**src/sv/lpd_pkg.sv**
```systemverilog
// Shared types and constants for the length-prefixed deframer.
`timescale 1ns / 1ps

package lpd_pkg;

   localparam int BYTE_W   = 8;
   localparam int FLEN_W   = 7;   // width of the reported frame length
   localparam int HDR_LEN_W = 16; // width of the length field in the header

   typedef enum logic {
      CMD_PUSH  = 1'b0,
      CMD_CLEAR = 1'b1
   } lpd_cmd_type;

   typedef enum logic [1:0] {
      ST_IDLE,
      ST_READ,
      ST_LOAD
   } lpd_state_type;

endpackage

```
**src/sv/lpd_channels.sv**
```systemverilog
// Valid/ready channel interfaces for the deframer input and result streams.
`timescale 1ns / 1ps

interface lpd_req_if;
   import lpd_pkg::*;

   logic                valid;
   logic                ready;
   lpd_cmd_type         command;
   logic [BYTE_W-1:0]   rx_byte;

   modport source (output valid, output command, output rx_byte, input ready);
   modport sink   (input valid, input command, input rx_byte, output ready);
endinterface

interface lpd_rsp_if;
   import lpd_pkg::*;

   logic                valid;
   logic                ready;
   logic [BYTE_W-1:0]   frame_byte;
   logic [FLEN_W-1:0]   frame_length;
   logic                is_last;

   modport source (output valid, output frame_byte, output frame_length,
                   output is_last, input ready);
   modport sink   (input valid, input frame_byte, input frame_length,
                   input is_last, output ready);
endinterface

```
**src/sv/length_prefixed_deframer.sv**
```systemverilog
// Top level: a push or clear command is taken while no frame is being replayed.
// A completed frame is replayed byte by byte once its final byte is transferred: each byte
// takes a read of the store's single read port, then a load of the output register, which
// waits while the output is stalled; input is held off during replay.
// Reset is synchronous: it empties the receiver and the output register; the store is not
// cleared, as every byte read back was written within the current frame.
`timescale 1ns / 1ps

module length_prefixed_deframer #(
   parameter int BUFFER_BYTES = 64,
   parameter int HEADER_BYTES = 4
) (
   input  logic       clock,
   input  logic       reset,
   lpd_req_if.sink    req_if,
   lpd_rsp_if.source  rsp_if
);
   import lpd_pkg::*;

   localparam int AW = $clog2(BUFFER_BYTES);

   logic              wr_en;
   logic [AW-1:0]     wr_addr;
   logic [BYTE_W-1:0] wr_data;
   logic [AW-1:0]     rd_addr;
   logic [BYTE_W-1:0] rd_data;

   lpd_ctrl #(
      .BUFFER_BYTES (BUFFER_BYTES),
      .HEADER_BYTES (HEADER_BYTES),
      .AW           (AW)
   ) u_ctrl (
      .clock   (clock),
      .reset   (reset),
      .req_if  (req_if),
      .rsp_if  (rsp_if),
      .wr_en   (wr_en),
      .wr_addr (wr_addr),
      .wr_data (wr_data),
      .rd_addr (rd_addr),
      .rd_data (rd_data)
   );

   lpd_frame_mem #(
      .DEPTH (BUFFER_BYTES),
      .AW    (AW)
   ) u_mem (
      .clock   (clock),
      .wr_en   (wr_en),
      .wr_addr (wr_addr),
      .wr_data (wr_data),
      .rd_addr (rd_addr),
      .rd_data (rd_data)
   );

endmodule

```
**src/sv/lpd_frame_mem.sv**
```systemverilog
// Frame byte store: one write port, one read port with registered read data.
`timescale 1ns / 1ps

module lpd_frame_mem #(
   parameter int DEPTH = 64,
   parameter int AW    = 6
) (
   input  logic                       clock,
   input  logic                       wr_en,
   input  logic [AW-1:0]              wr_addr,
   input  logic [lpd_pkg::BYTE_W-1:0] wr_data,
   input  logic [AW-1:0]              rd_addr,
   output logic [lpd_pkg::BYTE_W-1:0] rd_data
);
   import lpd_pkg::*;

   logic [BYTE_W-1:0] mem_ff [DEPTH];
   logic [BYTE_W-1:0] rd_data_ff;

   always_ff @(posedge clock) begin
      if (wr_en) begin
         mem_ff[wr_addr] <= wr_data;
      end
      rd_data_ff <= mem_ff[rd_addr];
   end

   assign rd_data = rd_data_ff;

endmodule

```
**src/sv/lpd_ctrl.sv**
```systemverilog
// Byte counting, header check and frame replay sequencer with output register.
`timescale 1ns / 1ps

module lpd_ctrl #(
   parameter int BUFFER_BYTES = 64,
   parameter int HEADER_BYTES = 4,
   parameter int AW           = 6
) (
   input  logic                       clock,
   input  logic                       reset,
   lpd_req_if.sink                    req_if,
   lpd_rsp_if.source                  rsp_if,
   output logic                       wr_en,
   output logic [AW-1:0]              wr_addr,
   output logic [lpd_pkg::BYTE_W-1:0] wr_data,
   output logic [AW-1:0]              rd_addr,
   input  logic [lpd_pkg::BYTE_W-1:0] rd_data
);
   import lpd_pkg::*;

   localparam int CW = $clog2(BUFFER_BYTES + 1);

   lpd_state_type        state_ff, state_in;
   logic [CW-1:0]        count_ff, count_in;
   logic [BYTE_W-1:0]    len_lo_ff, len_lo_in;
   logic [BYTE_W-1:0]    len_hi_ff, len_hi_in;
   logic [AW-1:0]        rd_addr_ff, rd_addr_in;
   logic                 out_valid_ff, out_valid_in;
   logic [BYTE_W-1:0]    out_byte_ff, out_byte_in;
   logic [FLEN_W-1:0]    out_len_ff, out_len_in;
   logic                 out_last_ff, out_last_in;

   logic                 req_fire;
   logic                 full;
   logic [CW-1:0]        base_cnt;
   logic [CW-1:0]        cnt_new;
   logic [HDR_LEN_W-1:0] len_now;
   logic [HDR_LEN_W-1:0] len_stored;
   logic                 out_free;
   logic                 rd_is_last;

   assign req_if.ready = (state_ff == ST_IDLE);
   assign req_fire     = req_if.valid && req_if.ready;

   // The length checks keep the count from reaching a full buffer.
   assign full     = (count_ff >= CW'(BUFFER_BYTES));
   assign base_cnt = full ? '0 : count_ff;
   assign cnt_new  = base_cnt + CW'(1);

   // Header length as it stands once this byte is stored.
   assign len_now = {(base_cnt == CW'(1)) ? req_if.rx_byte : len_hi_ff,
                     (base_cnt == CW'(0)) ? req_if.rx_byte : len_lo_ff};
   assign len_stored = {len_hi_ff, len_lo_ff};

   assign out_free   = !out_valid_ff || rsp_if.ready;
   assign rd_is_last = ((HDR_LEN_W'(rd_addr_ff) + HDR_LEN_W'(1)) == len_stored);

   assign wr_en   = req_fire && (req_if.command == CMD_PUSH);
   assign wr_addr = base_cnt[AW-1:0];
   assign wr_data = req_if.rx_byte;
   assign rd_addr = rd_addr_ff;

   always_ff @(posedge clock) begin
      if (reset) begin
         state_ff     <= ST_IDLE;
         count_ff     <= '0;
         out_valid_ff <= 1'b0;
      end else begin
         state_ff     <= state_in;
         count_ff     <= count_in;
         out_valid_ff <= out_valid_in;
      end
   end

   always_ff @(posedge clock) begin
      len_lo_ff   <= len_lo_in;
      len_hi_ff   <= len_hi_in;
      rd_addr_ff  <= rd_addr_in;
      out_byte_ff <= out_byte_in;
      out_len_ff  <= out_len_in;
      out_last_ff <= out_last_in;
   end

   always_comb begin
      state_in     = state_ff;
      count_in     = count_ff;
      len_lo_in    = len_lo_ff;
      len_hi_in    = len_hi_ff;
      rd_addr_in   = rd_addr_ff;
      out_valid_in = out_valid_ff && !rsp_if.ready;
      out_byte_in  = out_byte_ff;
      out_len_in   = out_len_ff;
      out_last_in  = out_last_ff;

      case (state_ff)
         ST_IDLE: begin
            if (req_fire) begin
               if (req_if.command == CMD_CLEAR) begin
                  count_in = '0;
               end else begin
                  count_in  = cnt_new;
                  len_lo_in = len_now[BYTE_W-1:0];
                  len_hi_in = len_now[HDR_LEN_W-1:BYTE_W];
                  if (cnt_new >= CW'(HEADER_BYTES)) begin
                     if (len_now < HDR_LEN_W'(HEADER_BYTES) ||
                         len_now > HDR_LEN_W'(BUFFER_BYTES)) begin
                        count_in = '0;
                     end else if (HDR_LEN_W'(cnt_new) >= len_now) begin
                        count_in   = '0;
                        rd_addr_in = '0;
                        state_in   = ST_READ;
                     end
                  end
               end
            end
         end
         ST_READ: begin
            // Read address is presented this cycle; data is back next cycle.
            state_in = ST_LOAD;
         end
         ST_LOAD: begin
            if (out_free) begin
               out_valid_in = 1'b1;
               out_byte_in  = rd_data;
               out_len_in   = len_stored[FLEN_W-1:0];
               out_last_in  = rd_is_last;
               if (rd_is_last) begin
                  state_in = ST_IDLE;
               end else begin
                  rd_addr_in = rd_addr_ff + AW'(1);
                  state_in   = ST_READ;
               end
            end
         end
         default: begin
            state_in = ST_IDLE;
         end
      endcase
   end

   assign rsp_if.valid        = out_valid_ff;
   assign rsp_if.frame_byte   = out_byte_ff;
   assign rsp_if.frame_length = out_len_ff;
   assign rsp_if.is_last      = out_last_ff;

endmodule

```
**src/flat_wrapper.sv**
```systemverilog
// flat-port wrapper written by rule: the top's interface ports become plain ports
module length_prefixed_deframer_flat import lpd_pkg::*;
#(
   parameter int BUFFER_BYTES = 64,
   parameter int HEADER_BYTES = 4
)
  (clock, reset, req_if_valid, req_if_command, req_if_rx_byte, req_if_ready, rsp_if_valid, rsp_if_frame_byte, rsp_if_frame_length, rsp_if_is_last, rsp_if_ready);
  lpd_req_if req_if_i ();
  lpd_rsp_if rsp_if_i ();
  input  logic clock;
  input  logic reset;
  input wire logic [$bits(req_if_i.valid)-1:0] req_if_valid;
  input wire logic [$bits(req_if_i.command)-1:0] req_if_command;
  input wire logic [$bits(req_if_i.rx_byte)-1:0] req_if_rx_byte;
  output wire logic [$bits(req_if_i.ready)-1:0] req_if_ready;
  output wire logic [$bits(rsp_if_i.valid)-1:0] rsp_if_valid;
  output wire logic [$bits(rsp_if_i.frame_byte)-1:0] rsp_if_frame_byte;
  output wire logic [$bits(rsp_if_i.frame_length)-1:0] rsp_if_frame_length;
  output wire logic [$bits(rsp_if_i.is_last)-1:0] rsp_if_is_last;
  input wire logic [$bits(rsp_if_i.ready)-1:0] rsp_if_ready;
  assign req_if_i.valid = req_if_valid;
  assign req_if_i.command = req_if_command;
  assign req_if_i.rx_byte = req_if_rx_byte;
  assign req_if_ready = req_if_i.ready;
  assign rsp_if_valid = rsp_if_i.valid;
  assign rsp_if_frame_byte = rsp_if_i.frame_byte;
  assign rsp_if_frame_length = rsp_if_i.frame_length;
  assign rsp_if_is_last = rsp_if_i.is_last;
  assign rsp_if_i.ready = rsp_if_ready;
  length_prefixed_deframer #(.BUFFER_BYTES(BUFFER_BYTES), .HEADER_BYTES(HEADER_BYTES)) u_core (.clock(clock), .reset(reset), .req_if(req_if_i), .rsp_if(rsp_if_i));
endmodule
```
**config.mk**
```make
export PLATFORM = sky130hd
export DESIGN_NAME = length_prefixed_deframer_flat
export DESIGN_NICKNAME = d
export VERILOG_FILES = /design/src/sv/lpd_pkg.sv /design/src/sv/lpd_channels.sv /design/src/sv/length_prefixed_deframer.sv /design/src/sv/lpd_frame_mem.sv /design/src/sv/lpd_ctrl.sv /design/src/flat_wrapper.sv
export SDC_FILE = /design/constraint.sdc
export NUM_CORES = 1
export LEC_CHECK = 0
export BUFFER_PORTS_ARGS = -buffer_cell sky130_fd_sc_hd__buf_2
export CAP_MARGIN = 20
export CORE_AREA = 3 3 199 201
export DETAILED_ROUTE_END_ITERATION = 8
export DIE_AREA = 0 0 202 204
export PLACE_DENSITY = 0.87
export SYNTH_ARGS = -nofsm -noshare
export SYNTH_HDL_FRONTEND = slang
export SYNTH_HIERARCHICAL = 1
export SYNTH_SLANG_ARGS = --single-unit
```
**constraint.sdc**
```tcl
create_clock -name clock -period 6.2 [get_ports clock]
set_clock_uncertainty 0.1 [all_clocks]
set_input_delay 0.31 -clock clock [delete_from_list [all_inputs] [get_ports clock]]
set_output_delay 0.31 -clock clock [all_outputs]
set_load 0.005 [all_outputs]
```
# Yosys cells after proc, flatten, opt, wreduce, memory -nomap -nowiden
# Memories as Yosys holds them, arrays and structs flattened. A register that Yosys moved wholly into a read port is not among the register bits.
# Cells that the tools add are included.
[word_totals]
ff_bits = 48
ramBits = 512
inputBits = 13
out_inout_bits = 18
elab_cells = 72
n_memories = 1
[mem_list]
columns = ["name", "depth", "word_bits", "rd", "rd_ports_with_merged_regs", "write_ports", "line_no", "text"]
rows = [
  ["u_core.u_mem.mem_ff", 64, 8, 1, 1, 1, "lpd_frame_mem.sv:17", "logic [BYTE_W-1:0] mem_ff [DEPTH];"],
]
[classes]
n_addsub = 3
magnitude_cmp = 5
eq_ne = 11
muxes = 27
bitwise = 1
n_reduce_logical = 15
[op_table]
columns = ["cell", "count"]
rows = [
  ["6-bit 2-to-1 mux", 7],
  ["7-bit 2-to-1 mux", 5],
  ["7-bit by 16-bit equality test with 1-bit output", 1],
  ["7-bit by 16-bit >= comparator with 1-bit output", 1],
  ["16-bit by 7-bit > comparator with 1-bit output (second input constant)", 1],
  ["16-bit by 3-bit < comparator with 1-bit output (second input constant)", 1],
  ["8-bit 2-to-1 mux", 2],
  ["2-bit 2-to-1 mux", 6],
  ["6-bit case mux with 2 select lines", 1],
  ["2-bit != test (second input constant)", 4],
  ["8-bit AND reduction", 1],
  ["6-bit by 1-bit adder with 7-bit output (second input constant)", 1],
  ["7-bit by 1-bit adder with 7-bit output (second input constant)", 1],
  ["7-bit by 1-bit equality test with 1-bit output (second input constant)", 1],
  ["7-bit by 3-bit >= comparator with 1-bit output (second input constant)", 1],
  ["7-bit >= comparator (second input constant)", 1],
  ["7-bit logical NOT", 1],
  ["6-bit by 1-bit adder with 6-bit output (second input constant)", 1],
  ["2-bit by 1-bit != test with 1-bit output (second input constant)", 3],
  ["2-bit case mux with 3 select lines", 1],
  ["6-bit AND reduction", 1],
  ["1-bit 2-to-1 mux", 5],
  ["2-bit AND reduction", 2],
  ["1-bit logical AND", 3],
  ["other kinds (8)", 10],
]

# Longest topological paths before layout
[logic_depth]
depth_word = 11
mapped_depth = 12
mapped_depth_nobuf = 11

# By module
# Netlist, hierarchy kept.
[modules_own_cells]
columns = ["module", "n_inst", "cells_per_inst", "area_per_inst_um2", "seq_area_each_um2"]
rows = [
  ["lpd_frame_mem", 1, 940, 20166.8, 15534.9],
  ["lpd_ctrl", 1, 225, 2621.3, 1341.3],
]

# Worst setup path after synthesis
# OpenSTA, ideal clock, no wires.
[synth_timing]
path_type = "reg2reg"
start = "register u_core.u_ctrl.count_ff[6]"
end = "register u_core.u_ctrl.rd_addr_ff[0] (netlist: u_core/u_ctrl/rd_addr[0]), enable pin"
setup_time_ns = 0.377
t_arrival_ns = 3.122
required_ns = 5.723
slack_ns = 2.601
stages_incl_launch_ff = 13
n_path_buf = 1
synth_period_minus_slack_ns = 3.599
cell_sequence = "dfxtp_1 > buf_2 > nand2b_1 > inv_1 > ha_1 > nand3_1 > mux2_2 > ha_1 > o2111ai_1 > a21oi_1 > o22ai_1 > o41a_1 > nor3_1"
[synth_between]
elab_chain_len = 8
word_cells_on_any_way = 16
cone_classes = "add/sub (1); order compare (5); eq/ne (4); mux (3); reduce/logical (3)"
[synth_rtl]
columns = ["item", "line_no", "text"]
rows = [
  ["start: declaration", "lpd_ctrl.sv:24", "logic [CW-1:0] count_ff, count_in;"],
  ["start signal: assignment", "lpd_ctrl.sv:70", "count_ff <= count_in;"],
  ["7-bit >= comparator *", "lpd_ctrl.sv:46", "assign full = (count_ff >= CW'(BUFFER_BYTES));"],
  ["7-bit 2-to-1 mux *", "lpd_ctrl.sv:47", "assign base_cnt = full ? '0 : count_ff;"],
  ["named net u_core.wr_addr[0]", "length_prefixed_deframer.sv:23", "logic [AW-1:0] wr_addr;"],
  ["parallel branches: the longest is 5 deep, another holds 7-bit by 16-bit >= comparator with 1-bit output", "-", ""],
  ["8-bit AND reduction (no line) *", "-", ""],
  ["end signal: assignment", "lpd_ctrl.sv:78", "rd_addr_ff <= rd_addr_in;"],
  ["end: declaration", "lpd_ctrl.sv:27", "logic [AW-1:0] rd_addr_ff, rd_addr_in;"],
]
# Mark *: on every way through the listed nets, which the timed path passes.
# A chain may end at the register's enable or synchronous reset.

# Final worst setup path
# Ends and elaborated chain as after synthesis.

==> impl_results.md <==
* Post-detail-place hpwl at 28500 µm
* RSZ-0062 raised after global routing: no
* Die height at 204 µm
* P&R area growth vs syn at 10.2%
* Area of the mapped netlist at 0.0228 mm²
* Maximum VDD drop at 0.248 mV
* End point of the critical path: u_core/u_ctrl/rd_addr[0]
* Post-layout min period at 4.13 ns
* Outcome: complete, no violations
* Postcts setup bufs at 0
* Levels on crit path at 11
* Starting Density at 0.604
* Clock root buffer: clkbuf_16
* Register bit total from synthesis at 568
* Synth Area in Compound Gates at 0.0291
* WS Path Type: reg -> reg
* Rows at 71
* CTS clock-pin slew for the worst setup and hold paths at 0.06 ns
* Most used cell, CP: ha_1
* Max Root-Sink Buffers at 3
* R2R setup slack at 2.07 ns
* Post-Synth XOR/XNOR Area at 0.00412
* Worst path cell trace: nand2b_1 > inv_1 > ha_1 > nand3_1 > mux2_2 > ha_1 > o2111ai_1 > a21oi_1 > o22ai_1 > o41a_1 > nor3_1
* Largest family of logic cells by synthesized area: multiplexers
* Count of buffer and inverter cells on the critical path at 1
* Max-slew violation count at 0
* CP required at 6.32 ns
* Multi-input gate area in the final layout at 0.00546 mm²
* Mapped Avg Cell Area at 19.6 µm²
* CTS tree: built
* Top delay family on crit path: simple AND/OR/NAND/NOR gates
* Die area at 0.0412 mm²
* Largest net degree at the start of global routing at 70
* Type of origin of the critical path: register
* Yosys cell types at 64
* Core area at 0.0378 mm²
* Initial DRC Count at 1294
* Sequential cell area at 0.0169 mm²
* Via count at 11700
* Post-DRT Antenna Nets at 0
* ANT cells at 0
* Slew @ Worst Pin at 1.12 ns
* Post-synthesis mux area share at 0.151
* Slowest-stage cell, CP: dfxtp_1
* Post-route setup slack at 2.07 ns
* Initial antenna violation count at 0
* Register area share after synthesis at 0.741
* Average wire per standard cell at 27.7 µm
* Cell Area, Placed at 0.0233 mm²
* PD cells at 296 mW/mm²
* Ports at 31
* Fin Setup TNS at 0 ns
* Final GP Congestion at 0.908
* Hold Path Stages at 1
* Synthesized-area fraction occupied by and/or/nand/nor cells at 0.0487
* CTS buffer count at 53
* R2r endpoint: u_core/u_ctrl/rd_addr[0]
* Post-Synthesis Cells at 1165
* DRT Pass-1 Iters at 5
* Leakage power at 7.87 nW
* Max Freq at 0.242 GHz
* Post-Synth Adder-Cell Area at 0.00604
* CTS Sinks at 568
* Vias per std cell at 6.62
* Gr usage total at 0.240
* Crit path DAT at 4.25 ns
* DRC violations left at 0
* Final Cycle Share at 0.667
* Max incr delay on CP at 0.66 ns
* Crit end category: register
* Final setup viols at 0
* H-tree depth at 2
* Total power at 7.44 mW
* Layout Nets at 1236
* Synth Flop Type: edfxtp_1
* Worst r2r src: u_core/u_ctrl/count_ff[6]
* Most frequent cells in the layout: edfxtp_1, mux4_2, nor2_1
* Cells on worst reg2reg path at 11
* Fill cells at 2282
* YS warnings at 6
* Most common cell after layout, fill and taps aside: edfxtp_1
* Worst setup startpoint: u_core/u_ctrl/count_ff[6]
* Place WS at 2.13 ns
* Overflow after GRT at 0
* DIE WIDTH at 202 µm
* Layout cell share with drive strength beyond 1 at 0.235
* Clk Latency, worst-skew pair at 0.59 ns
* Final number of hold-violating endpoints at 0
* Post-Route WL at 49000 µm
* Async SR Flop Fraction at 0
* First-pass GRT wire length at 74200 µm
* Cts repair resizes at 0
* Final Instance Area at 0.0251 mm²
* Synthesized net count at 1189
* Worst Hold Class: in -> reg
* EDFF count, synth at 550
* CP Max Fanout at 13
* I/O Buffers at 30
* Max-cap violations at 0
* Number of global-route vias before repair at 11900
* Slew margin rel. at 0.232
[kinds of logic after synthesis]
| family | after synthesis |
|---|---|
| xor gates and xnor gates | 9 |
| and+or+nand+nor | 229 |
| buffers and inverters | 80 |
| DFF | 568 |
| AOI/OAI and AO/OA | 85 |
| adders and majority gates | 11 |
| muxes | 183 |
[area by class of cell]
| cell class | instances | area share |
|---|---|---|
| flip-flops and latches | 568 | 0.672 |
| multi-input cells | 517 | 0.218 |
| clock buffers | 64 | 0.0545 |
| well taps | 511 | 0.0255 |
| repair buffers | 56 | 0.0167 |
| clock inverters | 36 | 0.0116 |
| inverters | 16 | 0.00239 |
[power by group]
part           switching [mW]  leakage, nW  total (mW)  internal, mW
logic                  0.0859         1.96       0.118        0.0325
clock network            1.35        0.815        3.10          1.74
registers             0.00710         5.10        4.22          4.22
[worst min path at each step]
stage / start / endpoint / slack (ns)
after detailed placement: u_core/u_mem/rd_data[7] / u_core/u_ctrl/rsp_if.frame_byte[7] / 0.29
final: req_if_rx_byte[2] / u_core/u_mem/mem_ff[2][2] / 0.05
after CTS: req_if_valid / u_core/u_ctrl/count_ff[2] / 0.08
after global placement: u_core/u_mem/rd_data[7] / u_core/u_ctrl/rsp_if.frame_byte[7] / 0.29
after global routing: req_if_rx_byte[2] / u_core/u_mem/mem_ff[2][2] / 0.06
after floorplan: reset / u_core/u_ctrl/rsp_if.valid / 0.28
[stage by stage]
stage / cells / util / hold slack [ns]
after floorplan: 1165 / - / 0.279
after global placement: 1660 / 0.618 / 0.290
after detailed placement: 1661 / 0.618 / 0.292
after CTS: 1763 / 0.663 / 0.0830
after global routing: 1768 / 0.665 / 0.0573
final: 1768 / 0.665 / 0.0520
[cell usage after synthesis, drive strengths merged (3+ instances only)]
master / count / area [µm²]
o32ai: 3 / 33.8
mux2: 28 / 323
buf: 43 / 318
o221ai: 8 / 70.1
o21a: 3 / 22.5
mux4: 126 / 2840
nand2: 31 / 116
a22oi: 3 / 22.5
o21ai: 12 / 82.6
mux2i: 29 / 290
o22ai: 11 / 68.8
dfxtp: 18 / 360
nor2b: 18 / 113
nor4: 7 / 58.8
xnor2: 4 / 35.0
o2bb2ai: 3 / 26.3
nand3: 22 / 110
and3: 5 / 33.8
a21oi: 7 / 35.0
nand2b: 13 / 81.3
clkbuf: 21 / 78.8
a221oi: 7 / 61.3
nand4: 5 / 31.3
nor2: 98 / 368
nand3b: 3 / 22.5
xor2: 4 / 35.0
nor3: 13 / 65.1
a31oi: 4 / 25.0
inv: 16 / 60.1
a211oi: 4 / 30.0
edfxtp: 550 / 16500
ha: 11 / 138
o2111ai: 4 / 35.0
[routing by layer]
layer / part of all wire / vias to the layer above / global-route usage
met5: 0 / - / 0
met4: 0.044 / 0 / 0.108
met3: 0.089 / 153 / 0.0441
met2: 0.50 / 724 / 0.393
met1: 0.37 / 5983 / 0.322
li1: - / 4841 / -
[flip-flops by register name, summed over array words and instances, names as in the netlist]
name	flops
u_core/u_ctrl/rsp_if.is_last	1
u_core/u_ctrl/rsp_if.valid	1
u_core/u_ctrl/rsp_if.frame_byte	8
u_core/u_ctrl/rsp_if.frame_length	7
u_core/u_ctrl/count_ff	7
u_core/u_mem/mem_ff	512
u_core/u_ctrl/state_ff	2
u_core/u_ctrl/len_lo_ff	8
u_core/u_ctrl/len_hi_ff	8
u_core/u_mem/rd_data	8
u_core/u_ctrl/rd_addr	6
[timing repair]
| action | in CTS | in global routing |
|---|---|---|
| endpoints found under the hold margin | 3 | 4 |
| setup endpoints to repair | 0 | 0 |
| hold buffers | 2 | 1 |
Note: power is estimated with default switching activity, not from simulation.
